--- src/rtl/core/ipc_rdv_pkg.sv ---
`timescale 1ns / 1ps

package ipc_rdv_pkg;

    // Task table geometry
    localparam int TASK_COUNT = 16;
    localparam int ID_W       = 4;
    localparam int PEER_W     = 5;
    localparam int MSG_W      = 64;
    localparam int P_PAYLOAD_BITS = 64;

    // Peer and link codes
    localparam logic [PEER_W-1:0] PEER_ANY   = PEER_W'(TASK_COUNT);
    localparam logic [PEER_W-1:0] PEER_NONE  = PEER_W'(TASK_COUNT + 1);
    localparam logic [PEER_W-1:0] LINK_EMPTY = PEER_W'(TASK_COUNT);

    // Request operations
    localparam logic [1:0] CMD_SEND  = 2'd0;
    localparam logic [1:0] CMD_CALL  = 2'd1;
    localparam logic [1:0] CMD_RECV  = 2'd2;
    localparam logic [1:0] CMD_REPLY = 2'd3;

    // Result kinds
    localparam logic [1:0] KIND_DELIVER = 2'd0;
    localparam logic [1:0] KIND_RELEASE = 2'd1;
    localparam logic [1:0] KIND_BLOCK   = 2'd2;
    localparam logic [1:0] KIND_REJECT  = 2'd3;

    // Per-task run state
    localparam logic [1:0] TS_READY   = 2'd0;
    localparam logic [1:0] TS_SENDBLK = 2'd1;
    localparam logic [1:0] TS_RECVBLK = 2'd2;

    // Datapath operations issued by the controller
    typedef enum logic [3:0] {
        OP_NONE,
        OP_LOAD,
        OP_REJECT,
        OP_DELIVER,
        OP_RECVWAIT,
        OP_PARK,
        OP_SETHEAD,
        OP_SETTAIL,
        OP_STEP,
        OP_RHEAD,
        OP_UNLINK,
        OP_RDELIV,
        OP_RRELEASE
    } dp_op_t;

    // Table read address source
    typedef enum logic [1:0] {
        ADDR_ME,
        ADDR_PEER,
        ADDR_PTR
    } addr_sel_t;

    typedef struct packed {
        dp_op_t    op;
        addr_sel_t addr_sel;
    } ctrl_cmd_t;

    typedef struct packed {
        logic [1:0] cmd;
        logic       rd_ready;
        logic       bad_peer;
        logic       take_ok;
        logic       reply_ok;
        logic       ptr_empty;
        logic       ptr_match;
        logic       link_empty;
        logic       out_free;
    } dp_status_t;

endpackage

--- src/rtl/core/sync_ipc_rendezvous_engine_top.sv ---
`timescale 1ns / 1ps
// Rendezvous engine for send / call / receive / reply among 16 tasks.
// Input channel (in_valid / in_ready): one request per handshake carrying
// cmd, caller_task, peer_task and payload. Output channel (out_valid /
// out_ready): one result per handshake, kind, target_task, source_task,
// message and last; a request yields one or two results, last marks the end.
// The first result is registered after acceptance: in the check step for a
// rejected caller or peer, and in the peer step for a direct delivery or a
// rejected reply; a receive that blocks on an empty queue issues it from the
// walk step. Parking a sender walks the receiver's sender list one entry per
// cycle, and a receive searches its list the same way, so their first result
// follows the walk. One request is in flight at a time, and the next one is
// accepted once the controller is back in idle after the final result.
// The output register lets the next request be accepted while the final
// result of the previous one still waits for out_ready. While the receiver
// stalls, the engine holds at the step that would produce the next result.
// Reset sets every task ready, with no awaited peer and empty sender queues;
// staged messages are not cleared and are read only once written.
module sync_ipc_rendezvous_engine_top #(
    parameter int PAYLOAD_BITS = ipc_rdv_pkg::P_PAYLOAD_BITS
) (
    input  logic                           clk,
    input  logic                           rst_n,
    input  logic                           in_valid,
    output logic                           in_ready,
    input  logic [1:0]                     cmd,
    input  logic [ipc_rdv_pkg::ID_W-1:0]   caller_task,
    input  logic [ipc_rdv_pkg::PEER_W-1:0] peer_task,
    input  logic [ipc_rdv_pkg::MSG_W-1:0]  payload,
    output logic                           out_valid,
    input  logic                           out_ready,
    output logic [1:0]                     kind,
    output logic [ipc_rdv_pkg::ID_W-1:0]   target_task,
    output logic [ipc_rdv_pkg::ID_W-1:0]   source_task,
    output logic [ipc_rdv_pkg::MSG_W-1:0]  message,
    output logic                           last
);

    import ipc_rdv_pkg::*;

    ctrl_cmd_t  ctrl;
    dp_status_t status;

    ipc_rdv_ctrl u_ctrl (
        .clk      (clk),
        .rst_n    (rst_n),
        .in_valid (in_valid),
        .in_ready (in_ready),
        .status   (status),
        .ctrl     (ctrl)
    );

    ipc_rdv_dp #(
        .PAYLOAD_BITS (PAYLOAD_BITS)
    ) u_dp (
        .clk         (clk),
        .rst_n       (rst_n),
        .ctrl        (ctrl),
        .status      (status),
        .cmd         (cmd),
        .caller_task (caller_task),
        .peer_task   (peer_task),
        .payload     (payload),
        .out_valid   (out_valid),
        .out_ready   (out_ready),
        .kind        (kind),
        .target_task (target_task),
        .source_task (source_task),
        .message     (message),
        .last        (last)
    );

endmodule

--- src/rtl/core/ipc_rdv_ram.sv ---
`timescale 1ns / 1ps

module ipc_rdv_ram #(
    parameter int WIDTH = 64,
    parameter int DEPTH = 16
) (
    input  logic                     clk,
    input  logic                     we,
    input  logic [$clog2(DEPTH)-1:0] waddr,
    input  logic [WIDTH-1:0]         wdata,
    input  logic                     re,
    input  logic [$clog2(DEPTH)-1:0] raddr,
    output logic [WIDTH-1:0]         rdata
);

    logic [WIDTH-1:0] mem_reg [DEPTH];
    logic [WIDTH-1:0] rdata_reg;

    // Write port and registered read port
    always_ff @(posedge clk)
    begin
        if (we)
        begin
            mem_reg[waddr] <= wdata;
        end
        if (re)
        begin
            rdata_reg <= mem_reg[raddr];
        end
    end

    assign rdata = rdata_reg;

endmodule

--- src/rtl/core/ipc_rdv_dp.sv ---
`timescale 1ns / 1ps

module ipc_rdv_dp #(
    parameter int PAYLOAD_BITS = ipc_rdv_pkg::P_PAYLOAD_BITS
) (
    input  logic                           clk,
    input  logic                           rst_n,
    input  ipc_rdv_pkg::ctrl_cmd_t         ctrl,
    output ipc_rdv_pkg::dp_status_t        status,
    input  logic [1:0]                     cmd,
    input  logic [ipc_rdv_pkg::ID_W-1:0]   caller_task,
    input  logic [ipc_rdv_pkg::PEER_W-1:0] peer_task,
    input  logic [ipc_rdv_pkg::MSG_W-1:0]  payload,
    output logic                           out_valid,
    input  logic                           out_ready,
    output logic [1:0]                     kind,
    output logic [ipc_rdv_pkg::ID_W-1:0]   target_task,
    output logic [ipc_rdv_pkg::ID_W-1:0]   source_task,
    output logic [ipc_rdv_pkg::MSG_W-1:0]  message,
    output logic                           last
);

    import ipc_rdv_pkg::*;

    // Task tables
    logic [1:0]        st_reg   [TASK_COUNT];
    logic [1:0]        st_next  [TASK_COUNT];
    logic [PEER_W-1:0] aw_reg   [TASK_COUNT];
    logic [PEER_W-1:0] aw_next  [TASK_COUNT];
    logic              pc_reg   [TASK_COUNT];
    logic              pc_next  [TASK_COUNT];
    logic [PEER_W-1:0] head_reg [TASK_COUNT];
    logic [PEER_W-1:0] head_next[TASK_COUNT];
    logic [PEER_W-1:0] link_reg [TASK_COUNT];
    logic [PEER_W-1:0] link_next[TASK_COUNT];

    // Request and walk registers
    logic [1:0]              cmd_reg;
    logic [ID_W-1:0]         me_reg;
    logic [PEER_W-1:0]       peer_reg;
    logic [PAYLOAD_BITS-1:0] pay_reg;
    logic [PEER_W-1:0]       ptr_reg,  ptr_next;
    logic [PEER_W-1:0]       prev_reg, prev_next;
    logic [ID_W-1:0]         src_reg,  src_next;
    logic                    spc_reg,  spc_next;

    // Result register
    logic             out_valid_reg, out_valid_next;
    logic [1:0]       kind_reg,   kind_next;
    logic [ID_W-1:0]  target_reg, target_next;
    logic [ID_W-1:0]  source_reg, source_next;
    logic [MSG_W-1:0] msg_reg,    msg_next;
    logic             last_reg,   last_next;

    // Message store
    logic                    ram_we;
    logic [ID_W-1:0]         ram_waddr;
    logic [PAYLOAD_BITS-1:0] ram_wdata;
    logic                    ram_re;
    logic [PAYLOAD_BITS-1:0] ram_rdata;

    logic [ID_W-1:0]   addr;
    logic [1:0]        rd_st;
    logic [PEER_W-1:0] rd_aw;
    logic              rd_pc;
    logic [PEER_W-1:0] rd_head;
    logic [PEER_W-1:0] rd_link;
    logic [PEER_W-1:0] me_ext;
    logic              out_free;

    ipc_rdv_ram #(
        .WIDTH (PAYLOAD_BITS),
        .DEPTH (TASK_COUNT)
    ) u_msg_ram (
        .clk   (clk),
        .we    (ram_we),
        .waddr (ram_waddr),
        .wdata (ram_wdata),
        .re    (ram_re),
        .raddr (ptr_reg[ID_W-1:0]),
        .rdata (ram_rdata)
    );

    // Select the table read address
    always_comb
    begin
        unique case (ctrl.addr_sel)
            ADDR_ME:   addr = me_reg;
            ADDR_PEER: addr = peer_reg[ID_W-1:0];
            ADDR_PTR:  addr = ptr_reg[ID_W-1:0];
            default:   addr = me_reg;
        endcase
    end

    assign rd_st    = st_reg[addr];
    assign rd_aw    = aw_reg[addr];
    assign rd_pc    = pc_reg[addr];
    assign rd_head  = head_reg[addr];
    assign rd_link  = link_reg[addr];
    assign me_ext   = {1'b0, me_reg};
    assign out_free = !out_valid_reg || out_ready;

    // Report status to the controller
    always_comb
    begin
        status.cmd        = cmd_reg;
        status.rd_ready   = (rd_st == TS_READY);
        status.bad_peer   = (cmd_reg == CMD_RECV) ? (peer_reg > PEER_ANY)
                                                  : (peer_reg >= PEER_W'(TASK_COUNT));
        status.take_ok    = (rd_st == TS_RECVBLK) && (rd_aw == PEER_ANY || rd_aw == me_ext);
        status.reply_ok   = (rd_st == TS_RECVBLK) && (rd_aw == me_ext);
        status.ptr_empty  = ptr_reg[ID_W];
        status.ptr_match  = (peer_reg == PEER_ANY) || (ptr_reg == peer_reg);
        status.link_empty = rd_link[ID_W];
        status.out_free   = out_free;
    end

    // Apply the current operation
    always_comb
    begin
        st_next   = st_reg;
        aw_next   = aw_reg;
        pc_next   = pc_reg;
        head_next = head_reg;
        link_next = link_reg;
        ptr_next  = ptr_reg;
        prev_next = prev_reg;
        src_next  = src_reg;
        spc_next  = spc_reg;
        ram_we    = 1'b0;
        ram_waddr = me_reg;
        ram_wdata = pay_reg;
        ram_re    = 1'b0;

        out_valid_next = out_valid_reg && !out_ready;
        kind_next      = kind_reg;
        target_next    = target_reg;
        source_next    = source_reg;
        msg_next       = msg_reg;
        last_next      = last_reg;

        unique case (ctrl.op)
            OP_NONE, OP_LOAD:
            begin
            end
            OP_REJECT:
            begin
                out_valid_next = 1'b1;
                kind_next      = KIND_REJECT;
                target_next    = me_reg;
                source_next    = '0;
                msg_next       = '0;
                last_next      = 1'b1;
            end
            OP_DELIVER:
            begin
                st_next[peer_reg[ID_W-1:0]] = TS_READY;
                aw_next[peer_reg[ID_W-1:0]] = PEER_NONE;
                ram_we         = 1'b1;
                ram_waddr      = peer_reg[ID_W-1:0];
                out_valid_next = 1'b1;
                kind_next      = KIND_DELIVER;
                target_next    = peer_reg[ID_W-1:0];
                source_next    = me_reg;
                msg_next       = MSG_W'(pay_reg);
                last_next      = (cmd_reg != CMD_CALL);
            end
            OP_RECVWAIT:
            begin
                st_next[me_reg] = TS_RECVBLK;
                aw_next[me_reg] = peer_reg;
                out_valid_next  = 1'b1;
                kind_next       = KIND_BLOCK;
                target_next     = me_reg;
                source_next     = '0;
                msg_next        = '0;
                last_next       = 1'b1;
            end
            OP_PARK:
            begin
                ram_we            = 1'b1;
                pc_next[me_reg]   = (cmd_reg == CMD_CALL);
                st_next[me_reg]   = TS_SENDBLK;
                link_next[me_reg] = LINK_EMPTY;
                ptr_next          = rd_head;
            end
            OP_SETHEAD, OP_SETTAIL:
            begin
                if (ctrl.op == OP_SETHEAD)
                begin
                    head_next[peer_reg[ID_W-1:0]] = me_ext;
                end
                else
                begin
                    link_next[ptr_reg[ID_W-1:0]] = me_ext;
                end
                out_valid_next = 1'b1;
                kind_next      = KIND_BLOCK;
                target_next    = me_reg;
                source_next    = '0;
                msg_next       = '0;
                last_next      = 1'b1;
            end
            OP_STEP:
            begin
                prev_next = ptr_reg;
                ptr_next  = rd_link;
            end
            OP_RHEAD:
            begin
                ptr_next  = rd_head;
                prev_next = LINK_EMPTY;
            end
            OP_UNLINK:
            begin
                if (prev_reg[ID_W])
                begin
                    head_next[me_reg] = rd_link;
                end
                else
                begin
                    link_next[prev_reg[ID_W-1:0]] = rd_link;
                end
                link_next[ptr_reg[ID_W-1:0]] = LINK_EMPTY;
                if (rd_pc)
                begin
                    aw_next[ptr_reg[ID_W-1:0]] = me_ext;
                    st_next[ptr_reg[ID_W-1:0]] = TS_RECVBLK;
                end
                else
                begin
                    st_next[ptr_reg[ID_W-1:0]] = TS_READY;
                end
                ram_re   = 1'b1;
                src_next = ptr_reg[ID_W-1:0];
                spc_next = rd_pc;
            end
            OP_RDELIV:
            begin
                out_valid_next = 1'b1;
                kind_next      = KIND_DELIVER;
                target_next    = me_reg;
                source_next    = src_reg;
                msg_next       = MSG_W'(ram_rdata);
                last_next      = 1'b0;
            end
            OP_RRELEASE:
            begin
                out_valid_next = 1'b1;
                kind_next      = spc_reg ? KIND_BLOCK : KIND_RELEASE;
                target_next    = src_reg;
                source_next    = '0;
                msg_next       = '0;
                last_next      = 1'b1;
            end
            default:
            begin
            end
        endcase
    end

    // Hold tables and control registers
    always_ff @(posedge clk or negedge rst_n)
    begin
        if (!rst_n)
        begin
            for (int i = 0; i < TASK_COUNT; i++)
            begin
                st_reg[i]   <= TS_READY;
                aw_reg[i]   <= PEER_NONE;
                pc_reg[i]   <= 1'b0;
                head_reg[i] <= LINK_EMPTY;
                link_reg[i] <= LINK_EMPTY;
            end
            out_valid_reg <= 1'b0;
        end
        else
        begin
            st_reg        <= st_next;
            aw_reg        <= aw_next;
            pc_reg        <= pc_next;
            head_reg      <= head_next;
            link_reg      <= link_next;
            out_valid_reg <= out_valid_next;
        end
    end

    // Hold request, walk and result payload
    always_ff @(posedge clk)
    begin
        if (ctrl.op == OP_LOAD)
        begin
            cmd_reg  <= cmd;
            me_reg   <= caller_task;
            peer_reg <= peer_task;
            pay_reg  <= payload[PAYLOAD_BITS-1:0];
        end
        ptr_reg    <= ptr_next;
        prev_reg   <= prev_next;
        src_reg    <= src_next;
        spc_reg    <= spc_next;
        kind_reg   <= kind_next;
        target_reg <= target_next;
        source_reg <= source_next;
        msg_reg    <= msg_next;
        last_reg   <= last_next;
    end

    assign out_valid   = out_valid_reg;
    assign kind        = kind_reg;
    assign target_task = target_reg;
    assign source_task = source_reg;
    assign message     = msg_reg;
    assign last        = last_reg;

endmodule

--- src/rtl/core/ipc_rdv_ctrl.sv ---
`timescale 1ns / 1ps

module ipc_rdv_ctrl (
    input  logic                    clk,
    input  logic                    rst_n,
    input  logic                    in_valid,
    output logic                    in_ready,
    input  ipc_rdv_pkg::dp_status_t status,
    output ipc_rdv_pkg::ctrl_cmd_t  ctrl
);

    import ipc_rdv_pkg::*;

    typedef enum logic [3:0] {
        S_IDLE,
        S_CHECK,
        S_PEER,
        S_CALLW,
        S_PUSH,
        S_TAIL,
        S_RWALK,
        S_RDATA,
        S_RSECOND
    } state_t;

    state_t state_reg, state_next;
    logic   in_ready_reg, in_ready_next;

    // Sequence one request at a time
    always_comb
    begin
        state_next    = state_reg;
        ctrl.op       = OP_NONE;
        ctrl.addr_sel = ADDR_ME;

        unique case (state_reg)
            S_IDLE:
            begin
                if (in_valid && in_ready)
                begin
                    ctrl.op    = OP_LOAD;
                    state_next = S_CHECK;
                end
            end
            S_CHECK:
            begin
                ctrl.addr_sel = ADDR_ME;
                if (!status.rd_ready || status.bad_peer)
                begin
                    if (status.out_free)
                    begin
                        ctrl.op    = OP_REJECT;
                        state_next = S_IDLE;
                    end
                end
                else if (status.cmd == CMD_RECV)
                begin
                    ctrl.op    = OP_RHEAD;
                    state_next = S_RWALK;
                end
                else
                begin
                    state_next = S_PEER;
                end
            end
            S_PEER:
            begin
                ctrl.addr_sel = ADDR_PEER;
                if (status.cmd == CMD_REPLY)
                begin
                    if (status.out_free)
                    begin
                        ctrl.op    = status.reply_ok ? OP_DELIVER : OP_REJECT;
                        state_next = S_IDLE;
                    end
                end
                else if (status.take_ok)
                begin
                    if (status.out_free)
                    begin
                        ctrl.op    = OP_DELIVER;
                        state_next = (status.cmd == CMD_CALL) ? S_CALLW : S_IDLE;
                    end
                end
                else
                begin
                    ctrl.op    = OP_PARK;
                    state_next = S_PUSH;
                end
            end
            S_CALLW:
            begin
                if (status.out_free)
                begin
                    ctrl.op    = OP_RECVWAIT;
                    state_next = S_IDLE;
                end
            end
            S_PUSH:
            begin
                if (!status.ptr_empty)
                begin
                    state_next = S_TAIL;
                end
                else if (status.out_free)
                begin
                    ctrl.op    = OP_SETHEAD;
                    state_next = S_IDLE;
                end
            end
            S_TAIL:
            begin
                ctrl.addr_sel = ADDR_PTR;
                if (!status.link_empty)
                begin
                    ctrl.op = OP_STEP;
                end
                else if (status.out_free)
                begin
                    ctrl.op    = OP_SETTAIL;
                    state_next = S_IDLE;
                end
            end
            S_RWALK:
            begin
                ctrl.addr_sel = ADDR_PTR;
                if (status.ptr_empty)
                begin
                    if (status.out_free)
                    begin
                        ctrl.op    = OP_RECVWAIT;
                        state_next = S_IDLE;
                    end
                end
                else if (status.ptr_match)
                begin
                    ctrl.op    = OP_UNLINK;
                    state_next = S_RDATA;
                end
                else
                begin
                    ctrl.op = OP_STEP;
                end
            end
            S_RDATA:
            begin
                if (status.out_free)
                begin
                    ctrl.op    = OP_RDELIV;
                    state_next = S_RSECOND;
                end
            end
            S_RSECOND:
            begin
                if (status.out_free)
                begin
                    ctrl.op    = OP_RRELEASE;
                    state_next = S_IDLE;
                end
            end
            default:
            begin
                state_next = S_IDLE;
            end
        endcase

        in_ready_next = (state_next == S_IDLE);
    end

    // Hold state and the registered ready
    always_ff @(posedge clk or negedge rst_n)
    begin
        if (!rst_n)
        begin
            state_reg    <= S_IDLE;
            in_ready_reg <= 1'b0;
        end
        else
        begin
            state_reg    <= state_next;
            in_ready_reg <= in_ready_next;
        end
    end

    assign in_ready = in_ready_reg && (state_reg == S_IDLE);

endmodule

--- config.mk ---
export PLATFORM = sky130hd
export DESIGN_NAME = sync_ipc_rendezvous_engine_top
export DESIGN_NICKNAME = d
export VERILOG_FILES = /design/src/rtl/core/ipc_rdv_pkg.sv /design/src/rtl/core/sync_ipc_rendezvous_engine_top.sv /design/src/rtl/core/ipc_rdv_ram.sv /design/src/rtl/core/ipc_rdv_dp.sv /design/src/rtl/core/ipc_rdv_ctrl.sv
export SDC_FILE = /design/constraint.sdc
export NUM_CORES = 2
export LEC_CHECK = 0
export BUFFER_PORTS_ARGS = -buffer_cell sky130_fd_sc_hd__buf_2
export CORE_MARGIN = 2
export CORE_UTILIZATION = 50
export CTS_CLUSTER_DIAMETER = 80
export DETAILED_ROUTE_END_ITERATION = 6
export PLACE_DENSITY = 0.65
export SYNTH_ARGS = -nofsm -noshare
export SYNTH_HDL_FRONTEND = slang
export SYNTH_HIERARCHICAL = 1
export SYNTH_SLANG_ARGS = --single-unit
--- constraint.sdc ---
create_clock -name clk -period 10.41 [get_ports clk]
set_input_delay 1.5615 -clock clk [delete_from_list [all_inputs] [get_ports clk]]
set_output_delay 1.5615 -clock clk [all_outputs]
set_load 0.05 [all_outputs]
==> impl_results.md <==
- Status: finished clean
- Clk root buf: clkbuf_16
- Critical path buffer and inverter count: 3
- Routed Antenna Nets: 0
- I/O pin count: 156
- Core area: 131,100 sq um
- Worst r2r path cells: 24
- Pwr Density: 334.2 nW/um^2
- WL/cell: 29.03 um
- Post-synth top cells: edfxtp_1 (1,253), nand2_1 (625), mux4_2 (258)
- Die Height: 367.0 um
- Slew at the pin closest to its max-slew limit: 1.417 ns
- Worst-path clk slew: 0.06 ns
- Critical path required time: 10.89 ns
- CTS resizes: 0
- Synth unique cells: 81
- Combinational share of power: 0.379
- Final period utilization: 0.8920
- TritonCTS clock tree: yes
- Grt met2 use: 0.4180
- Yosys reg bits: 1,547
- Slew Limit Fails: 0
- Initial antenna violation count: 3
- Final Hold Vio Count: 0
- DR pass1 iterations: 6
- Number of flip-flops under the largest register name: 1,024
- Cell family with most CP delay: simple AND/OR/NAND/NOR gates
- Number of synthesized flops with an enable pin: 1,253
- Ratio of cells with drive above 1 in the final layout: 0.1881
- Dpl hpwl: 108,900 um
- Part of the power in registers: 0.390
- Share of the synthesized area in the top cell type: 0.5710
- Hold-fix buffers at CTS: 0
- Fin util: 0.5637
- MaxCap Viol Count: 0
- Pin count of the biggest net entering global routing: 123
- TritonCTS Buffers: 160
- Fmax: 107.7 MHz
- Global-route wire length before repair: 273,100 um
- Crit path arrival time: 9.76 ns
- Total Neg Setup Slack: 0 ns
- Chip width: 367.0 um
- Layout Nets: 4,589
- CTS Sinks: 1,547
- Post-synth top area cell: edfxtp_1
- Seq/Total Area, Yosys: 0.6839
- Port Buf Inserts: 155
- CP endpoint kind: register
- Critical path class: register to register
- Hold_ws: 0.4775 ns
- DR vias: 42,310
- # setup viols final: 0
- Max_slew headroom: 0.05212
- Final min period: 9.285 ns
- Cell area after synthesis: 65,890 sq um
- Critical path's slowest cell: nor2_4
- H-tree depth: 4
- Sequence of cells on the critical path: nor2b_1, nand2_2, inv_2, inv_1, ha_1, a221o_1, and2_4, mux2i_1, mux4_2, nand2_1, and3_1, nor3_1, nor4b_2, o21bai_1, a21o_1, or4_4, a21oi_2, a21o_1, nor2b_1, nand2b_1, nand2_1, nand3b_1, nor2_4, buf_12
- GRT Total Usage: 0.2721
- Register area: 45,060 sq um
- Starting density of the core: 0.5025
- Crit. path cell count: 24
- Vias per inst: 6.619
- Mapped Nets: 4,495
- Diodes inserted: 0
- Post-route DRC: 0
- GR met1 Demand/Resource: 0.3829
- Leakage Power: 0.02544 uW
- Area of the multi-input gates: 19,590 sq um
- Rows: 133
- Mean area per synthesized cell: 14.93 sq um
- Clock power share: 0.230
- Synth top area cells: edfxtp_1 (57%), mux4_2 (8.8%), dfrtp_1 (8.7%)
- VDD IR max: 0.2836 mV
- Yosys warning count: 6
- Psw: 10,080 uW
- Met3 Use GR: 0.05213
- Area grow syn2layout: 12.18%
- Most common flop cell mapped by yosys: edfxtp_1
- RSZ-0062 raised after global routing: no
- Die area: 134,700 sq um
- FFs w/ async S/R, synth: 0.1900
- Final Skew: 0.05566 ns
- Total wire length: 185,500 um
- Gpl congestion: 0.9977
- Max stage delay on crit path: 0.85 ns
- Hold depth: 2
- Vias in the first global route: 40,890
- Switching share of power: 0.4082
- Initial DRC count: 5,495
- Worst Setup Start Kind: register
- Post-CTS Setup Bufs: 0
- P_int: 14,620 uW
- Clk_lat worst skew: 0.81 ns
- Top-count cell post-synth: edfxtp_1
- Post-Synthesis Cells: 4,414
- Hold WC Path Type: register to register
- Number of fill cells in the layout: 10,280
- Longest Clk Path Bufs: 3
- Remaining global-route overflow: 0
- GR peak layer: met2
- Crit path max fanout: 50
metrics by stage:
| step | cells | power, uW | setup slack [ns] | instance area [sq um] |
|---|---|---|---|---|
| 2_1_floorplan | 4414 | 15590 | 0.2570 | 65910 |
| 4_1_cts | 6392 | 24620 | 1.294 | 73920 |
| 6_report | 6392 | 24700 | 1.125 | 73920 |
| 3_3_place_gp | 6101 | 18850 | 1.601 | 68680 |
| 5_1_grt | 6392 | 25620 | 0.5699 | 73920 |
| 3_5_place_dp | 6101 | 18910 | 1.359 | 68680 |
per-layer routing:
metal / part of all wire / wire, um
met1: 0.40 / 74310
met2: 0.46 / 85440
met3: 0.096 / 17740
met4: 0.043 / 8038
met5: 0.000043 / 8
cell type report:
type,instances,area share
multi-input combinational,2536,0.2650
clock inverter,83,0.01303
tap,1755,0.02971
inverter,12,0.0006771
timing repair buffer,251,0.02410
sequential,1547,0.6097
clock buffer,208,0.05784
placed cells by master (no fill, tap or decap), drive strengths merged, types with 5 or more instances in the layout:
cell | netlist | layout
a221oi | 7 | 7
o221ai | 111 | 111
a22o | 134 | 134
inv | 10 | 16
a311oi | 33 | 33
o22ai | 83 | 83
nand2 | 627 | 627
mux4 | 258 | 258
nor2 | 154 | 154
nand4 | 5 | 5
and3 | 45 | 45
clkbuf | 185 | 208
o31ai | 8 | 8
or3 | 15 | 15
a211oi | 19 | 19
clkinvlp | 0 | 5
mux2i | 115 | 115
a31o | 6 | 6
o21ai | 221 | 221
nor3 | 37 | 37
nand3b | 13 | 13
clkinv | 2 | 61
a21oi | 161 | 161
edfxtp | 1253 | 1253
nor4 | 5 | 5
dfstp | 64 | 64
bufinv | 0 | 13
a31oi | 21 | 21
dfrtp | 230 | 230
a22oi | 235 | 235
nand3 | 82 | 82
xor2 | 5 | 5
o2111ai | 12 | 12
nand2b | 32 | 32
nor2b | 23 | 23
a21o | 8 | 8
buf | 134 | 251
and2 | 6 | 6
nor4b | 8 | 8
power groups by stage:
stage	sequential, uW	combinational [uW]	clock, uW
after floorplan	9860	5720	0
after global placement	9720	9130	0
after detailed placement	9750	9160	0
after CTS	9630	9210	5780
after global routing	9770	9840	6010
final	9640	9370	5690
kinds of logic (layout without fill, tap and decap cells):
| family | after synthesis | count (layout) | share of synthesized area |
|---|---|---|---|
| AND/OR/NAND/NOR | 1063 | 1063 | 0.07056 |
| AO/OA/AOI/OAI | 1090 | 1090 | 0.1148 |
| adder cells (fa/ha/maj) | 2 | 2 | 0.0003797 |
| XOR/XNOR | 7 | 7 | 0.0009305 |
| multiplexers | 374 | 374 | 0.1058 |
| buffers and inverters | 331 | 554 | 0.02357 |
| flip-flops | 1547 | 1547 | 0.6839 |
worst paths after layout:
path	endpoint	slack, ns	startpoint
worst max-delay path	u_dp/u_msg_ram/mem_reg[6][18]	1.12	u_ctrl/state_reg[1]
worst min-delay path	u_dp/head_reg[69]	0.48	u_dp/head_reg[69]
worst max register to register	u_dp/u_msg_ram/mem_reg[6][18]	1.12	u_ctrl/state_reg[1]
worst min register to register	u_dp/head_reg[69]	0.48	u_dp/head_reg[69]
max in group asynchronous	u_dp/pc_reg[12]	7.35	rst_n
min in group asynchronous	u_dp/link_reg[15]	0.88	rst_n
worst reg2reg max path, stage by stage (launching register included):
cell	delay (ns)
dfrtp_1	0.64
nor2b_1	0.34
nand2_2	0.10
inv_2	0.13
inv_1	0.06
ha_1	0.54
a221o_1	0.64
and2_4	0.73
mux2i_1	0.24
mux4_2	0.48
nand2_1	0.10
and3_1	0.17
nor3_1	0.06
nor4b_2	0.19
o21bai_1	0.26
a21o_1	0.23
or4_4	0.42
a21oi_2	0.17
a21o_1	0.42
nor2b_1	0.63
nand2b_1	0.56
nand2_1	0.33
nand3b_1	0.36
nor2_4	0.85
buf_12	0.31
(Power assumes the default switching activity.)
